`src/hw/rtl/sha1h_pkg.sv`:
```
`default_nettype none

package sha1h_pkg;

    typedef logic [31:0] word_t;
    typedef word_t [4:0] chain_t;

    // Default depth of the word queue between the front and the back.
    localparam int unsigned QUEUE_DEPTH_DEF = 16;

    localparam word_t K_R00 = 32'h5a827999;
    localparam word_t K_R20 = 32'h6ed9eba1;
    localparam word_t K_R40 = 32'h8f1bbcdc;
    localparam word_t K_R60 = 32'hca62c1d6;

    localparam word_t IV0 = 32'h67452301;
    localparam word_t IV1 = 32'hefcdab89;
    localparam word_t IV2 = 32'h98badcfe;
    localparam word_t IV3 = 32'h10325476;
    localparam word_t IV4 = 32'hc3d2e1f0;

    // Packed so that index 0 holds the most significant digest word.
    localparam chain_t SHA1_IV = {IV4, IV3, IV2, IV1, IV0};

    localparam logic [7:0] PAD_MARK   = 8'h80;
    localparam logic [7:0] PAD_ZERO   = 8'h00;
    localparam logic [5:0] LEN_POS    = 6'd56;
    localparam logic [5:0] BLOCK_LAST = 6'd63;
    localparam logic [6:0] ROUND_LAST = 7'd79;
    localparam logic [6:0] SCHED_LOAD = 7'd16;
    localparam logic [6:0] ROUND_20   = 7'd20;
    localparam logic [6:0] ROUND_40   = 7'd40;
    localparam logic [6:0] ROUND_60   = 7'd60;
    localparam logic [2:0] LAST_IDX   = 3'd4;
    localparam logic [63:0] BYTE_BITS = 64'd8;

    typedef enum logic [1:0] {
        FE_ACCEPT,
        FE_MARK,
        FE_ZERO,
        FE_LEN
    } front_state_t;

    typedef enum logic [1:0] {
        BK_ROUND,
        BK_ADD,
        BK_EMIT
    } back_state_t;

    // One message word on its way to the compression core. msg_end marks the
    // last word of the last block of a message.
    typedef struct packed {
        logic  msg_end;
        word_t word;
    } qentry_t;

    typedef struct packed {
        logic    valid;
        qentry_t entry;
    } qslot_t;

    function automatic word_t rol(input word_t x, input int unsigned n);
        word_t res;
        res = (x << n) | (x >> (32 - n));
        return res;
    endfunction

    function automatic word_t round_f(input logic [6:0] r, input word_t b,
                                      input word_t c, input word_t d);
        word_t res;
        if (r < ROUND_20) begin
            res = (b & c) | (~b & d);
        end
        else if (r < ROUND_40) begin
            res = b ^ c ^ d;
        end
        else if (r < ROUND_60) begin
            res = (b & c) | (b & d) | (c & d);
        end
        else begin
            res = b ^ c ^ d;
        end
        return res;
    endfunction

    function automatic word_t round_k(input logic [6:0] r);
        word_t res;
        if (r < ROUND_20) begin
            res = K_R00;
        end
        else if (r < ROUND_40) begin
            res = K_R20;
        end
        else if (r < ROUND_60) begin
            res = K_R40;
        end
        else begin
            res = K_R60;
        end
        return res;
    endfunction

endpackage

`default_nettype wire

```
`src/hw/rtl/sha1h_byte_if.sv`:
```
`default_nettype none

interface sha1h_byte_if;
    logic       valid;
    logic       ready;
    logic [7:0] data_byte;
    logic       has_data;
    logic       last_byte;

    modport source (output valid, output data_byte, output has_data, output last_byte,
                    input ready);
    modport sink (input valid, input data_byte, input has_data, input last_byte,
                  output ready);
endinterface

`default_nettype wire

```
`src/hw/rtl/sha1h_digest_if.sv`:
```
`default_nettype none

interface sha1h_digest_if;
    logic        valid;
    logic        ready;
    logic [31:0] digest_word;
    logic [2:0]  word_index;
    logic        last_word;

    modport source (output valid, output digest_word, output word_index, output last_word,
                    input ready);
    modport sink (input valid, input digest_word, input word_index, input last_word,
                  output ready);
endinterface

`default_nettype wire

```
`src/hw/rtl/sha1h_front.sv`:
```
`default_nettype none

module sha1h_front
    import sha1h_pkg::*;
(
    input  wire logic  clk,
    input  wire logic  rst_n,
    sha1h_byte_if.sink msg,
    input  wire logic  q_full,
    output qslot_t     push
);

    front_state_t state_reg, state_next;
    logic [5:0]   pos_reg, pos_next;
    logic [23:0]  acc_reg, acc_next;
    logic [63:0]  bits_reg, bits_next;

    logic        step;
    logic        end_word;
    logic [7:0]  cur_byte;
    logic [5:0]  pos_inc;
    logic [63:0] len_shift;

    assign pos_inc   = pos_reg + 6'd1;
    // Length bytes go out most significant first: byte 56 carries bits 63..56.
    assign len_shift = bits_reg >> {~pos_reg[2:0], 3'b000};

    always_ff @(posedge clk or negedge rst_n) begin
        if (!rst_n) begin
            state_reg <= FE_ACCEPT;
            pos_reg   <= '0;
            bits_reg  <= '0;
        end
        else begin
            state_reg <= state_next;
            pos_reg   <= pos_next;
            bits_reg  <= bits_next;
        end
    end

    always_ff @(posedge clk) begin
        acc_reg <= acc_next;
    end

    always_comb begin
        state_next = state_reg;
        bits_next  = bits_reg;
        msg.ready  = 1'b0;
        step       = 1'b0;
        cur_byte   = PAD_ZERO;
        end_word   = 1'b0;
        unique case (state_reg)
            FE_ACCEPT: begin
                msg.ready = !q_full;
                cur_byte  = msg.data_byte;
                if (msg.valid && !q_full) begin
                    step = msg.has_data;
                    if (msg.has_data) begin
                        bits_next = bits_reg + BYTE_BITS;
                    end
                    if (msg.last_byte) begin
                        state_next = FE_MARK;
                    end
                end
            end
            FE_MARK: begin
                step     = !q_full;
                cur_byte = PAD_MARK;
                if (step) begin
                    state_next = (pos_inc == LEN_POS) ? FE_LEN : FE_ZERO;
                end
            end
            FE_ZERO: begin
                step = !q_full;
                if (step && pos_inc == LEN_POS) begin
                    state_next = FE_LEN;
                end
            end
            FE_LEN: begin
                step     = !q_full;
                cur_byte = len_shift[7:0];
                end_word = (pos_reg == BLOCK_LAST);
                if (step && pos_reg == BLOCK_LAST) begin
                    state_next = FE_ACCEPT;
                    bits_next  = '0;
                end
            end
            default: begin
                state_next = FE_ACCEPT;
            end
        endcase
    end

    always_comb begin
        pos_next = pos_reg;
        acc_next = acc_reg;
        if (step) begin
            pos_next = pos_inc;
            acc_next = {acc_reg[15:0], cur_byte};
        end
    end

    // A word is complete on every fourth byte of the block.
    assign push.valid         = step && (pos_reg[1:0] == 2'b11);
    assign push.entry.msg_end = end_word;
    assign push.entry.word    = {acc_reg, cur_byte};

endmodule

`default_nettype wire

```
`src/hw/rtl/sha1h_queue.sv`:
```
`default_nettype none

module sha1h_queue
    import sha1h_pkg::*;
#(
    parameter int unsigned DEPTH = QUEUE_DEPTH_DEF
)
(
    input  wire logic   clk,
    input  wire logic   rst_n,
    input  wire qslot_t push,
    output logic        full,
    output qslot_t      head,
    input  wire logic   pop
);

    localparam int unsigned PTR_W = (DEPTH > 1) ? $clog2(DEPTH) : 1;
    localparam int unsigned CNT_W = $clog2(DEPTH + 1);
    localparam logic [PTR_W-1:0] PTR_LAST = PTR_W'(DEPTH - 1);
    localparam logic [CNT_W-1:0] CNT_FULL = CNT_W'(DEPTH);

    qentry_t          entries_reg [DEPTH];
    logic [PTR_W-1:0] wr_ptr_reg, wr_ptr_next;
    logic [PTR_W-1:0] rd_ptr_reg, rd_ptr_next;
    logic [CNT_W-1:0] count_reg, count_next;

    always_ff @(posedge clk or negedge rst_n) begin
        if (!rst_n) begin
            wr_ptr_reg <= '0;
            rd_ptr_reg <= '0;
            count_reg  <= '0;
        end
        else begin
            wr_ptr_reg <= wr_ptr_next;
            rd_ptr_reg <= rd_ptr_next;
            count_reg  <= count_next;
        end
    end

    always_ff @(posedge clk) begin
        if (push.valid) begin
            entries_reg[wr_ptr_reg] <= push.entry;
        end
    end

    always_comb begin
        wr_ptr_next = wr_ptr_reg;
        rd_ptr_next = rd_ptr_reg;
        count_next  = count_reg;
        if (push.valid) begin
            wr_ptr_next = (wr_ptr_reg == PTR_LAST) ? '0 : wr_ptr_reg + 1'b1;
        end
        if (pop) begin
            rd_ptr_next = (rd_ptr_reg == PTR_LAST) ? '0 : rd_ptr_reg + 1'b1;
        end
        if (push.valid && !pop) begin
            count_next = count_reg + 1'b1;
        end
        else if (pop && !push.valid) begin
            count_next = count_reg - 1'b1;
        end
    end

    assign full       = (count_reg == CNT_FULL);
    assign head.valid = (count_reg != '0);
    assign head.entry = entries_reg[rd_ptr_reg];

endmodule

`default_nettype wire

```
`src/hw/rtl/sha1h_back.sv`:
```
`default_nettype none

module sha1h_back
    import sha1h_pkg::*;
(
    input  wire logic       clk,
    input  wire logic       rst_n,
    input  wire qslot_t     head,
    output logic            pop,
    sha1h_digest_if.source  digest
);

    back_state_t state_reg, state_next;
    logic [6:0]  round_reg, round_next;
    logic [2:0]  idx_reg, idx_next;
    logic        end_reg, end_next;
    chain_t      h_reg, h_next;
    word_t       a_reg, b_reg, c_reg, d_reg, e_reg;
    word_t       a_next, b_next, c_next, d_next, e_next;
    word_t       w_reg [16];
    word_t       w_next [16];

    logic        out_valid_reg, out_valid_next;
    word_t       out_word_reg, out_word_next;
    logic [2:0]  out_idx_reg, out_idx_next;

    logic  loading;
    logic  advance;
    logic  emit;
    word_t sched_word;
    word_t wt;
    word_t temp;

    assign loading    = (round_reg < SCHED_LOAD);
    assign sched_word = rol(w_reg[13] ^ w_reg[8] ^ w_reg[2] ^ w_reg[0], 1);
    assign wt         = loading ? head.entry.word : sched_word;
    assign temp       = rol(a_reg, 5) + round_f(round_reg, b_reg, c_reg, d_reg)
                        + e_reg + round_k(round_reg) + wt;

    always_ff @(posedge clk or negedge rst_n) begin
        if (!rst_n) begin
            state_reg     <= BK_ROUND;
            round_reg     <= '0;
            idx_reg       <= '0;
            end_reg       <= 1'b0;
            h_reg         <= SHA1_IV;
            a_reg         <= IV0;
            b_reg         <= IV1;
            c_reg         <= IV2;
            d_reg         <= IV3;
            e_reg         <= IV4;
            out_valid_reg <= 1'b0;
        end
        else begin
            state_reg     <= state_next;
            round_reg     <= round_next;
            idx_reg       <= idx_next;
            end_reg       <= end_next;
            h_reg         <= h_next;
            a_reg         <= a_next;
            b_reg         <= b_next;
            c_reg         <= c_next;
            d_reg         <= d_next;
            e_reg         <= e_next;
            out_valid_reg <= out_valid_next;
        end
    end

    always_ff @(posedge clk) begin
        w_reg        <= w_next;
        out_word_reg <= out_word_next;
        out_idx_reg  <= out_idx_next;
    end

    always_comb begin
        state_next = state_reg;
        round_next = round_reg;
        idx_next   = idx_reg;
        end_next   = end_reg;
        h_next     = h_reg;
        a_next     = a_reg;
        b_next     = b_reg;
        c_next     = c_reg;
        d_next     = d_reg;
        e_next     = e_reg;
        w_next     = w_reg;
        pop        = 1'b0;
        advance    = 1'b0;
        emit       = 1'b0;
        unique case (state_reg)
            BK_ROUND: begin
                advance = !loading || head.valid;
                pop     = loading && head.valid;
                if (advance) begin
                    for (int i = 0; i < 15; i++) begin
                        w_next[i] = w_reg[i + 1];
                    end
                    w_next[15] = wt;
                    a_next = temp;
                    b_next = a_reg;
                    c_next = rol(b_reg, 30);
                    d_next = c_reg;
                    e_next = d_reg;
                    if (pop && head.entry.msg_end) begin
                        end_next = 1'b1;
                    end
                    if (round_reg == ROUND_LAST) begin
                        round_next = '0;
                        state_next = BK_ADD;
                    end
                    else begin
                        round_next = round_reg + 7'd1;
                    end
                end
            end
            BK_ADD: begin
                h_next[0] = h_reg[0] + a_reg;
                h_next[1] = h_reg[1] + b_reg;
                h_next[2] = h_reg[2] + c_reg;
                h_next[3] = h_reg[3] + d_reg;
                h_next[4] = h_reg[4] + e_reg;
                a_next    = h_next[0];
                b_next    = h_next[1];
                c_next    = h_next[2];
                d_next    = h_next[3];
                e_next    = h_next[4];
                idx_next  = '0;
                state_next = end_reg ? BK_EMIT : BK_ROUND;
            end
            BK_EMIT: begin
                emit = !out_valid_reg || digest.ready;
                if (emit) begin
                    if (idx_reg == LAST_IDX) begin
                        h_next     = SHA1_IV;
                        a_next     = IV0;
                        b_next     = IV1;
                        c_next     = IV2;
                        d_next     = IV3;
                        e_next     = IV4;
                        end_next   = 1'b0;
                        idx_next   = '0;
                        state_next = BK_ROUND;
                    end
                    else begin
                        idx_next = idx_reg + 3'd1;
                    end
                end
            end
            default: begin
                state_next = BK_ROUND;
            end
        endcase
    end

    always_comb begin
        out_valid_next = out_valid_reg;
        out_word_next  = out_word_reg;
        out_idx_next   = out_idx_reg;
        if (emit) begin
            out_valid_next = 1'b1;
            out_word_next  = h_reg[idx_reg];
            out_idx_next   = idx_reg;
        end
        else if (digest.ready) begin
            out_valid_next = 1'b0;
        end
    end

    assign digest.valid       = out_valid_reg;
    assign digest.digest_word = out_word_reg;
    assign digest.word_index  = out_idx_reg;
    assign digest.last_word   = (out_idx_reg == LAST_IDX);

endmodule

`default_nettype wire

```
`src/hw/rtl/sha1_message_hasher_top.sv`:
```
// SHA-1 message hasher. Message bytes arrive one byte per handshake on msg;
// a handshake with last_byte set closes the message (it may carry no
// byte, so an empty message is allowed), and five digest words then leave
// on digest, most significant first, with word_index 0..4 and last_word on
// the fifth. The message length in bits wraps modulo 2^64. A front stage
// takes one byte per cycle while the queue is not full, packs bytes into
// big-endian 32-bit words and, after the last byte, generates the padding
// and length bytes itself at one byte per cycle, again only while the queue
// is not full, holding msg.ready low meanwhile. Words pass through a queue
// (16 deep by default, one full block) to the compression core, which runs
// one round per cycle, stalling in rounds 0..15 while the queue is empty:
// 80 rounds, then a fold of the result into the chaining words, while the
// front fills the next block. Ending a message adds 9 to 72 padding and
// length bytes ahead of the five digest words. No clearing pass is needed
// after reset.
`default_nettype none

module sha1_message_hasher_top
    import sha1h_pkg::*;
#(
    parameter int unsigned QUEUE_DEPTH = QUEUE_DEPTH_DEF
)
(
    input  wire logic      clk,
    input  wire logic      rst_n,
    sha1h_byte_if.sink     msg,
    sha1h_digest_if.source digest
);

    // Words from the front into the queue, and the queue head into the core.
    qslot_t push;
    qslot_t head;
    logic   q_full;
    logic   pop;

    sha1h_front u_front (
        .clk    (clk),
        .rst_n  (rst_n),
        .msg    (msg),
        .q_full (q_full),
        .push   (push)
    );

    sha1h_queue #(
        .DEPTH (QUEUE_DEPTH)
    ) u_queue (
        .clk   (clk),
        .rst_n (rst_n),
        .push  (push),
        .full  (q_full),
        .head  (head),
        .pop   (pop)
    );

    sha1h_back u_back (
        .clk    (clk),
        .rst_n  (rst_n),
        .head   (head),
        .pop    (pop),
        .digest (digest)
    );

    // The front must never write into a full queue, or a word would be lost.
    assert property (@(posedge clk) disable iff (!rst_n) push.valid |-> !q_full)
        else $error("word pushed into a full queue");

    // The core must only take words that are really there.
    assert property (@(posedge clk) disable iff (!rst_n) pop |-> head.valid)
        else $error("word popped from an empty queue");

    // The closing digest word is always the fifth one.
    assert property (@(posedge clk) disable iff (!rst_n)
                     (digest.valid && digest.last_word) |-> (digest.word_index == LAST_IDX))
        else $error("last digest word carries a wrong index");

endmodule

`default_nettype wire
```
`src/flat_wrapper.sv`:
```
// flat-port wrapper written by rule: the top's interface ports become plain ports
module sha1_message_hasher_top_flat import sha1h_pkg::*;
#(
    parameter int unsigned QUEUE_DEPTH = QUEUE_DEPTH_DEF
)
  (clk, rst_n, msg_valid, msg_data_byte, msg_has_data, msg_last_byte, msg_ready, digest_valid, digest_digest_word, digest_word_index, digest_last_word, digest_ready);
  sha1h_byte_if msg_i ();
  sha1h_digest_if digest_i ();
  input  wire logic clk;
  input  wire logic rst_n;
  input wire logic [$bits(msg_i.valid)-1:0] msg_valid;
  input wire logic [$bits(msg_i.data_byte)-1:0] msg_data_byte;
  input wire logic [$bits(msg_i.has_data)-1:0] msg_has_data;
  input wire logic [$bits(msg_i.last_byte)-1:0] msg_last_byte;
  output wire logic [$bits(msg_i.ready)-1:0] msg_ready;
  output wire logic [$bits(digest_i.valid)-1:0] digest_valid;
  output wire logic [$bits(digest_i.digest_word)-1:0] digest_digest_word;
  output wire logic [$bits(digest_i.word_index)-1:0] digest_word_index;
  output wire logic [$bits(digest_i.last_word)-1:0] digest_last_word;
  input wire logic [$bits(digest_i.ready)-1:0] digest_ready;
  assign msg_i.valid = msg_valid;
  assign msg_i.data_byte = msg_data_byte;
  assign msg_i.has_data = msg_has_data;
  assign msg_i.last_byte = msg_last_byte;
  assign msg_ready = msg_i.ready;
  assign digest_valid = digest_i.valid;
  assign digest_digest_word = digest_i.digest_word;
  assign digest_word_index = digest_i.word_index;
  assign digest_last_word = digest_i.last_word;
  assign digest_i.ready = digest_ready;
  sha1_message_hasher_top #(.QUEUE_DEPTH(QUEUE_DEPTH)) u_core (.clk(clk), .rst_n(rst_n), .msg(msg_i), .digest(digest_i));
endmodule
```
`config.mk`:
```
export PLATFORM = sky130hd
export DESIGN_NAME = sha1_message_hasher_top_flat
export DESIGN_NICKNAME = d
export VERILOG_FILES = /design/src/hw/rtl/sha1h_pkg.sv /design/src/hw/rtl/sha1h_byte_if.sv /design/src/hw/rtl/sha1h_digest_if.sv /design/src/hw/rtl/sha1h_front.sv /design/src/hw/rtl/sha1h_queue.sv /design/src/hw/rtl/sha1h_back.sv /design/src/hw/rtl/sha1_message_hasher_top.sv /design/src/flat_wrapper.sv
export SDC_FILE = /design/constraint.sdc
export NUM_CORES = 2
export LEC_CHECK = 0
export BUFFER_PORTS_ARGS = -buffer_cell sky130_fd_sc_hd__buf_2
export CAP_MARGIN = 5
export CORE_MARGIN = 2
export CORE_UTILIZATION = 41
export CTS_BUF_LIST = sky130_fd_sc_hd__clkbuf_4
export CTS_CLUSTER_SIZE = 20
export DETAILED_ROUTE_END_ITERATION = 8
export PLACE_DENSITY = 0.57
export SLEW_MARGIN = 5
export SYNTH_ARGS = -nofsm -noshare
export SYNTH_HDL_FRONTEND = slang
export SYNTH_HIERARCHICAL = 1
export SYNTH_SLANG_ARGS = --single-unit
```
`constraint.sdc`:
```
create_clock -name clk -period 23.4 [get_ports clk]
set_input_delay 2.34 -clock clk [delete_from_list [all_inputs] [get_ports clk]]
set_output_delay 2.34 -clock clk [all_outputs]
set_load 0.01 [all_outputs]
```
### Yosys cells after proc, flatten, opt, wreduce, memory -nomap -nowiden

Memory sizes are Yosys's and may differ from the RTL's.
Cells that the tools add are included.
Widths: inputs -> output; s select.

* multiplexer cells: 73
* reduce and logical (&&, ||, !) cells: 33
* bitwise logic cells: 17
* shifts and indexed selects: 1
* eq/ne operators: 25
* add/sub/neg operators: 17
* order comparisons: 5

Operator list (number)
* $mux 32: 22
* $pmux 32 s3: 5
* $mux 160: 2
* $pmux 160 s2: 1
* $add 32x32->32: 9
* $mux 64: 3
* $xor 32x32->32: 5
* $and 32x32->32: 4
* $pmux 64 s2: 1
* $bmux 32 s3: 1
* $or 32x32->32: 3
* $add 64x4->64 const B: 1
* $shr 64x6->8: 1
* $not 32->32: 1
* $or 32x1->32: 1
* $or 32x30->32: 1
* $or 32x5->32: 1
* $mux 31: 1
* $pmux 8 s3: 1
* $ne 2x2->1 const B: 11
* $mux 2: 10
* $lt 7x5->1 const B: 2
* $lt 7x6->1 const B: 2
* $mux 1: 14
* 35 further kinds: 68

* logic and storage cells: 212
* input bits: 14
* bits in registers: 990
* memories: 1
* RAM bits: 528
* output and inout bits: 38

Memory list
* u_core.u_queue.entries_reg: depth 16, width 33, rd ports 1, clocked after Yosys merged registers in 0, wr ports 1, RTL line sha1h_queue.sv:22 `qentry_t entries_reg [DEPTH];`

### Depth between registers and ports, before layout

* word-level depth: 12
* gate-level depth with buffers: 26
* depth with buffers taken out: 24

### Cells and area by module

The synthesis kept the hierarchy.

Modules (own cells, without submodules)
* sha1h_back: cells an instance 4059, seq. area each 24984.0 um^2, times used 1, area an instance 46657.2 um^2
* sha1h_queue: cells an instance 976, seq. area each 16180.5 um^2, times used 1, area an instance 20968.9 um^2
* sha1h_front: cells an instance 534, seq. area each 2447.3 um^2, times used 1, area an instance 5323.9 um^2

### Least setup slack after synthesis

OpenSTA, ideal clock, no wires.

* path type: register to register
* from: register u_core.u_back.round_reg[4]
* to: register u_core/u_back/w_reg[0] in the netlist's numbering (enable)
* stages on the path, launching flop included: 5
* buffers on the path: 1
* arrival time: 10500 ps
* period minus slack after synthesis: 14596 ps
* library setup time: 4096 ps
* setup slack: 8804 ps
* data required time: 19304 ps
* path through: dfrtp_1 > clkbuf_1 > or3_1 > o21ai_1 > clkinv_1

* cells in the longest elaborated chain, start to end: 4

Ends and longest elaborated chain
* start: declaration: RTL line sha1h_back.sv:14 `logic [6:0] round_reg, round_next;`
* start signal: assignment: RTL line sha1h_back.sv:56 `round_reg <= round_next;`
* $lt 7x5->1: RTL line sha1h_back.sv:34 `assign loading = (round_reg < SCHED_LOAD);`
* $logic_not 1->1: RTL line sha1h_back.sv:92 `advance = !loading || head.valid;`
* $logic_or 1x1->1: RTL line sha1h_back.sv:92
* $reduce_and 2->1 (no source line)
* end signal: assignment: RTL line sha1h_back.sv:70 `w_reg <= w_next;`
* end: declaration: RTL line sha1h_back.sv:20 `word_t w_reg [16];`

No other way between the ends.
A chain may end at the register's enable or synchronous reset.

==> results.md <==
| Step | Result | This run |
|---|---|---|
| clock tree | Post-cts resize count | 0 |
| min path | Worst hold path class | register to register |
| timing | Fin worst setup slack | 16.10 ns |
| setup path | Startpoint of the most critical register-to-register path | u_core/u_queue/rd_ptr_reg[1] |
| placement | Placer congestion estimate | 0.920 |
| logic synthesis | Most frequent cell after synthesis | edfxtp_1 |
| logic synthesis | Share of the synthesized area in the top cell type | 0.452 |
| setup path | Arrival time of the worst setup path | 8.46 ns |
| logic synthesis | Multiplexer share of the synthesized area | 0.0654 |
| die | Number of placed I/O pins | 52 |
| logic synthesis | Mapped cell area | 72900 um2 |
| timing | Unrepaired setup endpoints after global routing | no |
| final layout | Max FFs per register | 528 |
| final layout | NumNets Final | 6203 |
| clock tree | Num CTS Buffers | 409 |
| placement | Inst Count DP | 7776 |
| timing | Max Clock Skew | 0.0995 ns |
| clock tree | TritonCTS clock tree | done |
| logic synthesis | Net count after synthesis | 5925 |
| logic synthesis | Number of distinct library cells after synthesis | 115 |
| die | Die boundary width | 426 um |
| routing | Number of vias after detailed routing | 48300 |
| placement | Placed wire-length estimate | 127000 um |
| logic synthesis | Synth Area in Simple Gates | 0.0730 |
| die | Placement row count | 154 |
| routing | Post-detailed-routing wire length | 202000 um |
| timing | Worst hold slack across all endpoints | 0.387 ns |
| global routing | Highest-utilization routing layer at the global route stage | met2 |
| clock tree | Clock latency of the later-clocked register in the worst-skew pair | 1.35 ns |
| logic synthesis | Primary FF master, synth | edfxtp_1 |
| logic synthesis | Synthesized netlist cell count | 5569 |
| setup path | Beginning of the critical path | u_core/u_queue/rd_ptr_reg[1] |
| setup path | Nature of the critical path endpoint | register |
| placement | Count of input and output buffers | 51 |
| logic synthesis | Post-synth EDFFs | 1099 |
| final layout | Area growth syn-to-layout | 11.1% |
| timing | Transition time at the pin with the least slew margin | 1.27 ns |
| logic synthesis | Dominant cell type by area after synthesis | edfxtp_1 |
| run status | Run status | finished clean |
| timing | Number of setup violations in the final report | 0 |
| global routing | First-pass GRT wire length | 303000 um |
| logic synthesis | Top cells by count, synth | 1099 x edfxtp_1, 409 x nand2_1, 323 x a21oi_1 |
| die | Starting Density | 0.413 |
| logic synthesis | XOR/XNOR Fraction of Synth Area | 0.0339 |
| clock tree | Hold buffer count at cts | 0 |
| timing | Final sum of negative setup slack | 0 ns |
| setup path | Endpoint required time on the critical path | 24.56 ns |
| logic synthesis | Adder-Cell Fraction of Synth Area | 0.0716 |
| timing | Count of final hold-check violations | 0 |
| logic synthesis | Count of synthesis-stage warnings from yosys | 6 |
| routing | Number of nets with antenna violations after detailed routing | 0 |
| global routing | Overall overflow remaining after global route | 0 |
| routing | WL per Instance | 23.8 um |
| min path | Startpoint of the most critical hold path | u_core/u_back/w_reg[45] |
| clock tree | Number of sinks driven by the clock tree | 1515 |
| routing | Number of optimization iterations in the first detailed-route pass | 6 |
| clock tree | Number of buffers on the longest clock path | 4 |
| clock tree | Buffer type at the clock tree root | clkbuf_4 |
| placement | Minimum setup slack after placement | 16.19 ns |
| logic synthesis | Synthesized-area fraction occupied by ao, oa, aoi and oai cells | 0.127 |
| setup path | Setup slack on the worst flop-to-flop path | 16.10 ns |
| clock tree | Worst-path clk slew | 0.07 ns |
| routing | DRC Markers | 0 |
| timing | Timing-limited maximum frequency | 137 MHz |
| logic synthesis | Share of synthesized flip-flops with an asynchronous set or reset | 0.275 |
| global routing | Met3 routing resource usage after global routing | 0.0405 |
| routing | Vias per cell | 5.68 |
| die | Die Ht | 426 um |
| global routing | Via count of the first global-routing pass | 47500 |
| global routing | Aggregate global-route resource usage | 0.222 |
| logic synthesis | Main combinational cell family by area after synthesis | compound AO/OA/AOI/OAI gates |
| job | Maxcap violations | 0 |
| clock tree | H-tree levels | 5 |
| die | Overall die area | 181000 um2 |
| logic synthesis | Dominant cells by area after synthesis | edfxtp_1 45%, dfrtp_1 8.8%, dfstp_2 5.8%, ha_1 3.7%, fa_1 3.5% |
| die | Placeable core area | 176000 um2 |
| routing | Initial detailed-routing violation count | 4772 |
| clock tree | Number of post-CTS setup repair buffers | 0 |
| global routing | Met1 Resource Use GR | 0.323 |
| timing | Shortest clock period the worst path allows after layout | 7.30 ns |
| global routing | Initial antenna violation count | 5 |
| setup path | Maximum fanout along the worst path | 124 |
| logic synthesis | FF+latch count, synth | 1515 |
| timing | Fraction of the cycle the final worst path needs | 0.312 |
| global routing | Global-route met2 utilization | 0.333 |
| timing | Final slew viol count | 0 |
| timing | Max-slew headroom | 0.151 |
| final layout | Proportion of layout cells with a drive suffix above 1 | 0.189 |
| logic synthesis | Avg Cell Area, Syn | 13.1 um2 |
| setup path | Worst Setup Path Type | register to register |
| setup path | Crit start category | register |
| logic synthesis | Proportion of synthesized chip area in sequential cells | 0.598 |
| final layout | Non-Filler Instances | 8504 |
| global routing | Largest net degree at the start of global routing | 186 |
per-stage QoR:
stage          cell area [um2]  utilization
2_1_floorplan            73000            -
3_3_place_gp             75900        0.430
3_5_place_dp             75900        0.430
4_1_cts                  81000        0.459
5_1_grt                  81100        0.459
6_report                 81100        0.459
path summary, 6_finish.rpt:
check | endpoint | cells past startpoint
min in group asynchronous | u_core/u_front/bits_reg[41] | 1
min | u_core/u_back/w_reg[77] | 0
max in group asynchronous | u_core/u_back/d_reg[3] | 3
max reg2reg | u_core/u_back/a_reg[27] | 24
min reg2reg | u_core/u_back/w_reg[77] | 0
max | u_core/u_back/a_reg[27] | 24
kinds of logic (layout without fill, tap and decap cells):
family | after synthesis | count (layout)
muxes | 339 | 339
DFF | 1515 | 1515
adders and majority gates | 342 | 342
AOI/OAI and AO/OA | 1382 | 1382
xor gates and xnor gates | 282 | 282
other | 0 | 9
and+or+nand+nor | 1141 | 1141
buffers and inverters | 568 | 1154
layout by cell type, fill, tap and decap left out, drive strengths merged, types with 21 or more instances in the layout:
cell	instances
edfxtp	1099
clkbuf	640
nand2	409
o21ai	335
a21oi	323
nor2	319
inv	303
dfrtp	256
xnor2	223
mux2i	220
ha	216
dfstp	160
buf	136
fa	126
mux4	109
a21o	89
nand3	74
o21a	73
clkinv	73
xor2	59
a22o	57
and3	55
a221oi	55
o22ai	52
nor3	51
nand4	47
nand2b	43
a31oi	43
a22oi	41
o221ai	41
o211ai	36
o31ai	35
a32oi	33
o21bai	31
a211oi	28
or4	27
and2	24
nor2b	22
or3	21
metal layers:
metal | part of all wire | wire length [um]
met1 | 0.45 | 92000
met5 | 0.000035 | 7
met4 | 0.030 | 5990
met2 | 0.45 | 90500
met3 | 0.069 | 13900
worst max-delay path: stages (launching register included):
cell and delay, ns:
dfrtp_4 0.95, buf_12 0.65, mux2i_1 0.28, a22oi_1 0.13, a32oi_1 0.24, o21ai_1 0.10
nand2_1 0.08, o21a_1 0.22, fa_1 0.46, fa_1 0.57, fa_1 0.42, inv_1 0.07
ha_1 0.16, inv_1 0.06, fa_1 0.40, nor2b_1 0.13, o21a_1 0.16, o21ai_0 0.14
a211oi_1 0.53, o211ai_2 0.18, a31oi_2 0.42, a31oi_1 0.16, xnor2_1 0.15, a221oi_1 0.30
nor2_1 0.07
area by class of cell:
class | count | area, um2
fillers | 16100 | 95400
repair buffers | 136 | 953
flip-flops and latches | 1515 | 43600
well taps | 2340 | 2930
clock inverters | 79 | 338
multi-input cells | 3486 | 27300
diodes | 9 | 22.5
clock buffers | 640 | 4800
inverters | 299 | 1130
Power is not shown: default switching activity piles up to over one toggle a cycle in this logic, so the estimate is an artifact.
